<file path="src/rtl/core/mtsl_pkg.sv">
// shared types and codes for the two-list merge block
`timescale 1ns / 1ps

package mtsl_pkg;

    localparam int VALUE_W  = 32;
    localparam int OPCODE_W = 2;

    localparam logic [OPCODE_W-1:0] OP_APPEND_FIRST  = 2'd0;
    localparam logic [OPCODE_W-1:0] OP_APPEND_SECOND = 2'd1;
    localparam logic [OPCODE_W-1:0] OP_MERGE         = 2'd2;

    typedef enum logic {
        ST_IDLE,
        ST_MERGE
    } state_t;

endpackage

</file>
<file path="src/rtl/core/merge_two_sorted_lists.sv">
// top level of the two-list merge block: two list memories and the sequencer
//
//  channel | ports                     | contents
//  --------+---------------------------+------------------------------------------
//  input   | s_tvalid/s_tready         | s_tuser[1:0] opcode, s_tdata[31:0] value
//  result  | m_tvalid/m_tready         | m_tdata[31:0] merged_value, m_tlast last
//
//  an append transfer writes one word into its list memory unless that list is full
//  a merge emits first_count + second_count results, the first registered in the merge
//  state that follows the merge transfer, then one per cycle while m_tready is high
//  s_tready is low from merge acceptance until the last result is registered
//  reset clears state, counts, pointers and m_tvalid; memory stays undefined until written
//  a stalled output holds the result register and re-reads the same heads
`timescale 1ns / 1ps

module merge_two_sorted_lists #(
    parameter int LIST_DEPTH = 32
) (
    input  logic        aclk,
    input  logic        aresetn,
    input  logic        s_tvalid,
    output logic        s_tready,
    input  logic [31:0] s_tdata,   // [31:0] value
    input  logic [1:0]  s_tuser,   // [1:0] opcode
    output logic        m_tvalid,
    input  logic        m_tready,
    output logic [31:0] m_tdata,   // [31:0] merged_value
    output logic        m_tlast
);

    localparam int AW = (LIST_DEPTH > 1) ? $clog2(LIST_DEPTH) : 1;

    logic                         wr_en_a;
    logic                         wr_en_b;
    logic [AW-1:0]                wr_addr_a;
    logic [AW-1:0]                wr_addr_b;
    logic [AW-1:0]                rd_addr_a;
    logic [AW-1:0]                rd_addr_b;
    logic [mtsl_pkg::VALUE_W-1:0] rd_data_a;
    logic [mtsl_pkg::VALUE_W-1:0] rd_data_b;

    mtsl_ram #(
        .WIDTH (mtsl_pkg::VALUE_W),
        .DEPTH (LIST_DEPTH)
    ) u_ram_first (
        .aclk    (aclk),
        .wr_en   (wr_en_a),
        .wr_addr (wr_addr_a),
        .wr_data (s_tdata),
        .rd_addr (rd_addr_a),
        .rd_data (rd_data_a)
    );

    mtsl_ram #(
        .WIDTH (mtsl_pkg::VALUE_W),
        .DEPTH (LIST_DEPTH)
    ) u_ram_second (
        .aclk    (aclk),
        .wr_en   (wr_en_b),
        .wr_addr (wr_addr_b),
        .wr_data (s_tdata),
        .rd_addr (rd_addr_b),
        .rd_data (rd_data_b)
    );

    mtsl_ctrl #(
        .LIST_DEPTH (LIST_DEPTH)
    ) u_ctrl (
        .aclk      (aclk),
        .aresetn   (aresetn),
        .s_tvalid  (s_tvalid),
        .s_tready  (s_tready),
        .s_opcode  (s_tuser),
        .m_tvalid  (m_tvalid),
        .m_tready  (m_tready),
        .m_value   (m_tdata),
        .m_last    (m_tlast),
        .wr_en_a   (wr_en_a),
        .wr_en_b   (wr_en_b),
        .wr_addr_a (wr_addr_a),
        .wr_addr_b (wr_addr_b),
        .rd_addr_a (rd_addr_a),
        .rd_addr_b (rd_addr_b),
        .rd_data_a (rd_data_a),
        .rd_data_b (rd_data_b)
    );

endmodule

</file>
<file path="src/rtl/core/mtsl_ram.sv">
// generic single-port-write, single-port-read ram with registered read data
`timescale 1ns / 1ps

module mtsl_ram #(
    parameter int WIDTH = 32,
    parameter int DEPTH = 32
) (
    input  logic                                        aclk,
    input  logic                                        wr_en,
    input  logic [((DEPTH > 1) ? $clog2(DEPTH) : 1)-1:0] wr_addr,
    input  logic [WIDTH-1:0]                            wr_data,
    input  logic [((DEPTH > 1) ? $clog2(DEPTH) : 1)-1:0] rd_addr,
    output logic [WIDTH-1:0]                            rd_data
);

    logic [WIDTH-1:0] mem_reg [DEPTH];
    logic [WIDTH-1:0] rd_data_reg;

    always_ff @(posedge aclk) begin
        if (wr_en) begin
            mem_reg[wr_addr] <= wr_data;
        end
        rd_data_reg <= mem_reg[rd_addr];
    end

    assign rd_data = rd_data_reg;

endmodule

</file>
<file path="src/rtl/core/mtsl_ctrl.sv">
// append and merge sequencer: list counts, read pointers and output register
`timescale 1ns / 1ps

module mtsl_ctrl #(
    parameter int LIST_DEPTH = 32
) (
    input  logic                                             aclk,
    input  logic                                             aresetn,
    input  logic                                             s_tvalid,
    output logic                                             s_tready,
    input  logic [mtsl_pkg::OPCODE_W-1:0]                    s_opcode,
    output logic                                             m_tvalid,
    input  logic                                             m_tready,
    output logic [mtsl_pkg::VALUE_W-1:0]                     m_value,
    output logic                                             m_last,
    output logic                                             wr_en_a,
    output logic                                             wr_en_b,
    output logic [((LIST_DEPTH > 1) ? $clog2(LIST_DEPTH) : 1)-1:0] wr_addr_a,
    output logic [((LIST_DEPTH > 1) ? $clog2(LIST_DEPTH) : 1)-1:0] wr_addr_b,
    output logic [((LIST_DEPTH > 1) ? $clog2(LIST_DEPTH) : 1)-1:0] rd_addr_a,
    output logic [((LIST_DEPTH > 1) ? $clog2(LIST_DEPTH) : 1)-1:0] rd_addr_b,
    input  logic [mtsl_pkg::VALUE_W-1:0]                     rd_data_a,
    input  logic [mtsl_pkg::VALUE_W-1:0]                     rd_data_b
);

    localparam int AW = (LIST_DEPTH > 1) ? $clog2(LIST_DEPTH) : 1;
    localparam int CW = $clog2(LIST_DEPTH + 1);
    localparam logic [CW-1:0] FULL = CW'(LIST_DEPTH);

    mtsl_pkg::state_t state_reg, state_next;

    logic [CW-1:0] cnt_a_reg, cnt_a_next;
    logic [CW-1:0] cnt_b_reg, cnt_b_next;
    logic [CW-1:0] idx_a_reg, idx_a_next;
    logic [CW-1:0] idx_b_reg, idx_b_next;

    logic                          m_valid_reg, m_valid_next;
    logic [mtsl_pkg::VALUE_W-1:0]  m_value_reg, m_value_next;
    logic                          m_last_reg, m_last_next;

    logic          in_fire;
    logic          out_free;
    logic          take_b;
    logic          is_last;
    logic [CW:0]   total;
    logic [CW:0]   emitted;

    assign s_tready = (state_reg == mtsl_pkg::ST_IDLE);
    assign in_fire  = s_tvalid && s_tready;
    assign out_free = !m_valid_reg || m_tready;
    assign total    = {1'b0, cnt_a_reg} + {1'b0, cnt_b_reg};
    assign emitted  = {1'b0, idx_a_reg} + {1'b0, idx_b_reg} + (CW + 1)'(1);
    assign is_last  = (emitted == total);

    // second list wins ties; an exhausted first list always yields to the second
    assign take_b = (idx_b_reg < cnt_b_reg) &&
                    ((idx_a_reg >= cnt_a_reg) ||
                     ($signed(rd_data_b) <= $signed(rd_data_a)));

    always_ff @(posedge aclk) begin
        if (!aresetn) begin
            state_reg   <= mtsl_pkg::ST_IDLE;
            cnt_a_reg   <= '0;
            cnt_b_reg   <= '0;
            idx_a_reg   <= '0;
            idx_b_reg   <= '0;
            m_valid_reg <= 1'b0;
        end else begin
            state_reg   <= state_next;
            cnt_a_reg   <= cnt_a_next;
            cnt_b_reg   <= cnt_b_next;
            idx_a_reg   <= idx_a_next;
            idx_b_reg   <= idx_b_next;
            m_valid_reg <= m_valid_next;
        end
    end

    always_ff @(posedge aclk) begin
        m_value_reg <= m_value_next;
        m_last_reg  <= m_last_next;
    end

    always_comb begin
        state_next   = state_reg;
        cnt_a_next   = cnt_a_reg;
        cnt_b_next   = cnt_b_reg;
        idx_a_next   = idx_a_reg;
        idx_b_next   = idx_b_reg;
        m_valid_next = m_valid_reg && !m_tready;
        m_value_next = m_value_reg;
        m_last_next  = m_last_reg;
        wr_en_a      = 1'b0;
        wr_en_b      = 1'b0;

        case (state_reg)
            mtsl_pkg::ST_IDLE: begin
                if (in_fire) begin
                    case (s_opcode)
                        mtsl_pkg::OP_APPEND_FIRST: begin
                            if (cnt_a_reg < FULL) begin
                                wr_en_a    = 1'b1;
                                cnt_a_next = cnt_a_reg + CW'(1);
                            end
                        end
                        mtsl_pkg::OP_APPEND_SECOND: begin
                            if (cnt_b_reg < FULL) begin
                                wr_en_b    = 1'b1;
                                cnt_b_next = cnt_b_reg + CW'(1);
                            end
                        end
                        mtsl_pkg::OP_MERGE: begin
                            if (total != '0) begin
                                state_next = mtsl_pkg::ST_MERGE;
                            end
                        end
                        default: begin
                        end
                    endcase
                end
            end
            mtsl_pkg::ST_MERGE: begin
                if (out_free) begin
                    m_valid_next = 1'b1;
                    m_last_next  = is_last;
                    if (take_b) begin
                        m_value_next = rd_data_b;
                        idx_b_next   = idx_b_reg + CW'(1);
                    end else begin
                        m_value_next = rd_data_a;
                        idx_a_next   = idx_a_reg + CW'(1);
                    end
                    if (is_last) begin
                        state_next = mtsl_pkg::ST_IDLE;
                        cnt_a_next = '0;
                        cnt_b_next = '0;
                        idx_a_next = '0;
                        idx_b_next = '0;
                    end
                end
            end
            default: begin
                state_next = mtsl_pkg::ST_IDLE;
            end
        endcase
    end

    // read at the next pointer so the head of each list is ready in the next cycle
    assign rd_addr_a = idx_a_next[AW-1:0];
    assign rd_addr_b = idx_b_next[AW-1:0];
    assign wr_addr_a = cnt_a_reg[AW-1:0];
    assign wr_addr_b = cnt_b_reg[AW-1:0];

    assign m_tvalid = m_valid_reg;
    assign m_value  = m_value_reg;
    assign m_last   = m_last_reg;

endmodule
</file>
<file path="config.mk">
export PLATFORM = sky130hd
export DESIGN_NAME = merge_two_sorted_lists
export DESIGN_NICKNAME = d
export VERILOG_FILES = /design/src/rtl/core/mtsl_pkg.sv /design/src/rtl/core/merge_two_sorted_lists.sv /design/src/rtl/core/mtsl_ram.sv /design/src/rtl/core/mtsl_ctrl.sv
export SDC_FILE = /design/constraint.sdc
export NUM_CORES = 2
export LEC_CHECK = 0
export BUFFER_PORTS_ARGS = -buffer_cell sky130_fd_sc_hd__buf_4
export CAP_MARGIN = 20
export CORE_ASPECT_RATIO = 1.5
export CORE_MARGIN = 8
export CORE_UTILIZATION = 57
export CTS_CLUSTER_DIAMETER = 60
export DETAILED_ROUTE_END_ITERATION = 6
export PLACE_DENSITY_LB_ADDON = 0.25
export SLEW_MARGIN = 20
export SYNTH_ARGS = -nofsm -noshare
export SYNTH_HDL_FRONTEND = slang
export SYNTH_SLANG_ARGS = --single-unit
</file>
<file path="constraint.sdc">
create_clock -name aclk -period 4.4 [get_ports aclk]
set_input_delay 1.32 -clock aclk [delete_from_list [all_inputs] [get_ports aclk]]
set_output_delay 1.32 -clock aclk [all_outputs]
set_load 0.01 [all_outputs]
</file>
* Word level (Yosys, flattened, before mapping)
Memories as Yosys holds them, arrays and structs flattened. A register that Yosys moved wholly into a read port is not among the register bits.
Index checks and enable logic that the tools add are counted.
** Cells by class
- Multiply operators :: 0
- Divide/modulo/power cells :: 0
- Add/sub/neg operators :: 7
- Equality and inequality tests :: 11
- Reduce and logical (&&, ||, !) cells :: 15
- Shift operators :: 0
- Magnitude comparators :: 5
- Bitwise operators :: 1
- Multiplexer cells :: 39
** Operators by type and width (count)
- 6-bit two-way mux :: 12
- 32-bit <= comparator :: 1
- 32-bit two-way mux :: 1
- 6-bit by 1-bit adder with 6-bit output (second input constant) :: 4
- 6-bit case mux with 2 select lines :: 2
- 5-bit two-way mux :: 4
- 1-bit two-way mux :: 19
- 2-bit != test (second input constant) :: 8
- 6-bit by 6-bit adder with 7-bit output :: 2
- 6-bit less-than comparator (second input constant) :: 2
- 5-bit AND reduction :: 2
- 7-bit by 1-bit adder with 7-bit output (second input constant) :: 1
- 7-bit equality test :: 1
- 7-bit nonzero test :: 1
- 6-bit greater-or-equal comparator :: 1
- 6-bit less-than comparator :: 1
- 3-bit AND reduction :: 2
- 1-bit logical AND :: 3
- 2-bit by 1-bit equality test with 1-bit output (second input constant) :: 1
- 2-bit equality test (second input constant) :: 1
- 1-bit logical NOT :: 2
- 2-bit logical NOT :: 1
- 1-bit logical OR :: 2
- 1-bit case mux with 2 select lines :: 1
- 3 further kinds :: 3
** Storage, ports and cells
- Input bits :: 38
- Memory bits (writable) :: 2048
- ROM bits :: 0
- Word-level logic and storage cells :: 90
- Output and inout port bits :: 35
- Memories :: 2
- Bits in registers :: 59
- Bits in latches :: 0
** Memory list
- u_ram_first.mem_reg :: depth 32, width 32, read ports 1, clocked after Yosys merged registers in 1, write ports 1, RTL line mtsl_ram.sv:16 : logic [WIDTH-1:0] mem_reg [DEPTH];
- u_ram_second.mem_reg :: depth 32, width 32, read ports 1, clocked after Yosys merged registers in 1, write ports 1, RTL line mtsl_ram.sv:16

* Logic depth before layout (Yosys ltp)
- Depth after elaboration :: 7
- Mapped depth :: 22
- Gate-level depth less buffers :: 16

* Modules after synthesis
A second synthesis with hierarchy kept.
** Unflattened totals
- Cell total of the unflattened synthesis :: 5039
- Area, all modules :: 85485.7 sq um
** Modules (own cells, without submodules)
- mtsl_ram :: sequential area each 31390.1 sq um, cells each 2260, times used 2, area each 40485.1 sq um
- mtsl_ctrl :: sequential area each 1511.4 sq um, cells each 519, times used 1, area each 4515.6 sq um

* Least setup slack after synthesis
OpenSTA, ideal clock, no wires.
- Path type :: input to register
- Start :: input port m_tready
- End :: register u_ram_first.rd_data_reg[24], in the netlist u_ram_first.rd_data[24] (read register of u_ram_first.mem_reg)
- Slack :: -105 ps
- Library setup time :: 92 ps
- Arrival :: 4413 ps
- Cell stages on the path :: 11
- Cells stage by stage :: nand2b_1 > nand2_1 > inv_1 > buf_2 > clkbuf_1 > clkbuf_1 > o221ai_1 > a21o_1 > o211ai_1 > nand4_1 > nor4_1
** Between the ends
- Longest elaborated chain between the ends :: 3
** RTL lines
- start: declaration :: RTL line merge_two_sorted_lists.sv:26 : input logic m_tready,
- 1-bit logical OR :: RTL line mtsl_ctrl.sv:50 : assign out_free = !m_valid_reg || m_tready;
- 5-bit two-way mux :: RTL line mtsl_ctrl.sv:122 : if (out_free) begin
- 5-bit two-way mux :: RTL line mtsl_ctrl.sv:95 : case (state_reg)
- end: declaration :: RTL line mtsl_ram.sv:17 : logic [WIDTH-1:0] rd_data_reg;
No other way between the ends.
A chain may end at the register's enable or synchronous reset.

* Worst setup path in the final report
- Start :: register u_ram_first.rd_data_reg[16], in the netlist u_ram_first.rd_data[16] (read register of u_ram_first.mem_reg)
- End :: register u_ram_first.rd_data_reg[21], in the netlist u_ram_first.rd_data[21] (read register of u_ram_first.mem_reg)
** Between the ends
- Longest elaborated chain between the ends :: 7
** RTL lines
- 32-bit <= comparator :: RTL line mtsl_ctrl.sv:58 : ($signed(rd_data_b) <= $signed(rd_data_a)));
- 1-bit logical OR :: RTL line mtsl_ctrl.sv:57 : ((idx_a_reg >= cnt_a_reg) ||
- 1-bit logical AND :: RTL line mtsl_ctrl.sv:56 : assign take_b = (idx_b_reg < cnt_b_reg) &&
- 6-bit two-way mux :: RTL line mtsl_ctrl.sv:125 : if (take_b) begin
- 6-bit two-way mux :: RTL line mtsl_ctrl.sv:132 : if (is_last) begin
- 5-bit two-way mux :: RTL line mtsl_ctrl.sv:122
- 5-bit two-way mux :: RTL line mtsl_ctrl.sv:95
No other way between the ends. The select of a mux whose other input is x is not followed.

==> metrics.cfg <==
[critical_path]
cp-end-kind = register
arrival_ns = 5.18
start_kind = register
path_class = reg2reg
worstPathMaxFanout = 22
cp.required_ns = 5.12

[timing]
tightest_slew_ns = 1.13
relSlewSlack_pct = 24.2
min_period_ns = 4.46
fin_ws_ns = -0.0583
final.setup_skew_ns = 0.0385
whs_ns = 0.575
tns_ns = -0.0797
slew_viol_final = 0
hold_viol = 0
rsz0062_at_grt = yes
finalSetupViolations = 3
post-route-period-util_pct = 101
max_freq_mhz = 224

[final_layout]
fill_cells = 10400
syn_to_final_growth_pct = 18.7
final_nets = 6766
utilization_pct = 67.9
drive_gt1_share_pct = 19.6

[yosys]
synth_edf_count = 2081
ys_types = 96
synth_flop_cell = edfxtp_1
ys_seq_area_share_pct = 72.7
synth_top_area_share_pct = 70.7
syn_nets = 6302
synthCells = 6197
yosysWarnings = 0
ys_top_cells_by_area = edfxtp_1 (71%), a21oi_1 (3.2%), nand2_1 (2.5%)
yosysTopAreaCell = edfxtp_1
avgSynthCellArea_um2 = 14.3
ys_seq_elements = 2171
ys_async_sr_fraction_pct = 0
synthesis.area_um2 = 88400

[floorplan]
coreArea_um2 = 155000
start_util_pct = 57.2
die_h_um = 498
rows = 177
die_w_um = 338
dieArea_um2 = 168000
io_pins = 73

[clock_tree]
hold_buffers = 0
clock_latency_ns = 0.85
cts_tree = yes
clockBufferDepth = 3
cts_made_buffers = 191
cts.sinks = 2171
clk_pin_slew_ns = 0.06
htree_levels = 4
cts_root_buf = clkbuf_16

[job]
maxCapViolCount = 0

[global_route]
grt_max_degree = 163
grt.total_usage_pct = 29.1
antenna_found_initial = 7
grt_pass1_vias = 58300
grt_pass1_wl_um = 368000
overflow = 0

[power_and_ir_drop]
combPwrFrac_pct = 4.9
p_leak_uw = 0.0365
vdd_drop_max_mv = 0.382
p_per_area_nw_per_um2 = 398
power_frac_seq_pct = 54.5
power.internal_uw = 32900
power_switching_share_pct = 21.4
clockPowerShare_pct = 40.6
switching_power_uw = 8930
total_power_uw = 41800

[placement]
pre_cts_ws_ns = -0.758
hpwl_um = 152000
port_buffers = 72
gp_congestion = 0.909

[route]
drt-initial-drc-count = 7002
dr.pass1.iters = 6
avgRoutedWirePerCell_um = 28.9
num_vias = 59600
drt_wl_total_um = 257000
via_per_inst = 6.71
route.detailed.drc = 0
ant_nets = 0

[run_status]
violations = setup timing
outcome = finished with violations

[worst_hold_path]
hp-class = reg2reg

-- repair_timing --
action | CTS | global route
endpoints found under the hold margin | 0 | 0
endpoints found under the setup margin | 64 | 64
gates cloned | 7 | 16
pin swaps | 25 | 107
resized for setup | 81 | 188
buffers inserted | 15 | 62
-- layer usage --
layer / global-route usage [%] / up-vias / share of wire (%)
met1: 34.4 / 29800 / 35
met2: 50.6 / 3363 / 51
met3: 4.51 / 905 / 8.0
met4: 16.4 / 2 / 6.5
li1: - / 25500 / -
met5: 0 / - / 0.0078
-- layout make-up --
| type | count | area (um2) | share of cell area (%) |
|---|---|---|---|
| inverter | 87 | 334 | 0.318 |
| sequential | 2171 | 64300 | 61.3 |
| clock buffer | 272 | 5420 | 5.16 |
| clock inverter | 86 | 925 | 0.881 |
| timing repair buffer | 753 | 8140 | 7.75 |
| antenna | 5 | 12.5 | 0.0119 |
| tap | 2058 | 2570 | 2.45 |
| multi-input combinational | 3457 | 23200 | 22.1 |
-- worst max-delay path, cell delays in order (launching register included) --
cell,delay [ns]
dfxtp_1,0.41
inv_1,0.11
ha_1,0.21
a21o_1,0.17
nand3_1,0.08
a211oi_1,0.09
or4b_4,0.54
a2111o_4,0.56
and2_4,0.22
buf_4,0.16
nand3_4,0.12
buf_12,0.15
buf_16,0.17
o221ai_1,0.15
a211o_1,0.32
o211ai_1,0.14
nand4_1,0.25
nor4_4,0.44
-- synthesized netlist by cell type, types with 20 or more instances --
master	count
o221ai_1	125
nand3_1	126
o22ai_1	130
inv_1	83
xnor2_1	20
clkbuf_1	301
a32oi_1	62
nor3_1	73
nor2_1	193
nor4_1	68
a211oi_1	228
o32ai_1	31
nand4_1	42
o211ai_1	35
a21oi_1	564
or3_1	34
edfxtp_1	2081
buf_2	129
o21ai_0	152
a211o_1	33
and3_1	196
buf_1	26
a22oi_1	61
o21ai_1	56
o221a_2	30
ha_1	65
a21o_1	40
a311oi_1	27
mux2i_1	192
a221oi_1	129
nand2_1	586
dfxtp_1	90
o22a_1	31
-- power groups by stage --
stage          Combinational (uW)  Sequential, uW  Clock (uW)
2_1_floorplan                 878           23200           0
3_3_place_gp                 1810           23200           0
3_5_place_dp                 1860           23200           0
4_1_cts                      1920           22800       17000
5_1_grt                      2150           22800       17800
6_report                     2040           22800       17000
-- worst paths after layout --
kind | startpoint | slack (ns) | endpoint | depth (start not counted)
worst max-delay path | u_ram_first.rd_data[16]$_DFF_P_ | -0.06 | u_ram_first.rd_data[21]$_DFF_P_ | 17
worst min-delay path | u_ctrl.state_reg$_SDFF_PN0_ | 0.58 | u_ctrl.state_reg$_SDFF_PN0_ | 2
worst max register to register | u_ram_first.rd_data[16]$_DFF_P_ | -0.06 | u_ram_first.rd_data[21]$_DFF_P_ | 17
worst min register to register | u_ctrl.state_reg$_SDFF_PN0_ | 0.58 | u_ctrl.state_reg$_SDFF_PN0_ | 2
-- cells by family after synthesis --
family / count (synthesis) / share of synthesized area, %
xor+xnor: 25 / 0.269
buf+inv: 569 / 2.73
mux: 195 / 2.22
simple gates: 1379 / 7.37
compound gates: 1791 / 13.7
flops: 2171 / 72.7
fa+ha+maj: 67 / 0.965
-- placed cells by master, fill, tap and decap left out, types with 124 or more instances in the layout --
cell	netlist	final
o21ai_0	152	143
edfxtp_1	2081	2081
mux2i_1	192	186
o22ai_1	130	130
a21oi_1	564	547
buf_4	19	539
nand2_1	586	581
clkbuf_16	0	211
nor2_1	193	128
and3_1	196	196
buf_12	0	137
o221ai_1	125	124
a211oi_1	228	225
-- metrics by stage --
step	std cells	instance area, um2
3_5_place_dp	8432	96100
4_1_cts	8812	103000
6_report	8889	105000
5_1_grt	8885	105000
3_3_place_gp	8432	96100
2_1_floorplan	6197	88400
No activity file was read; power rests on OpenSTA's default activity.
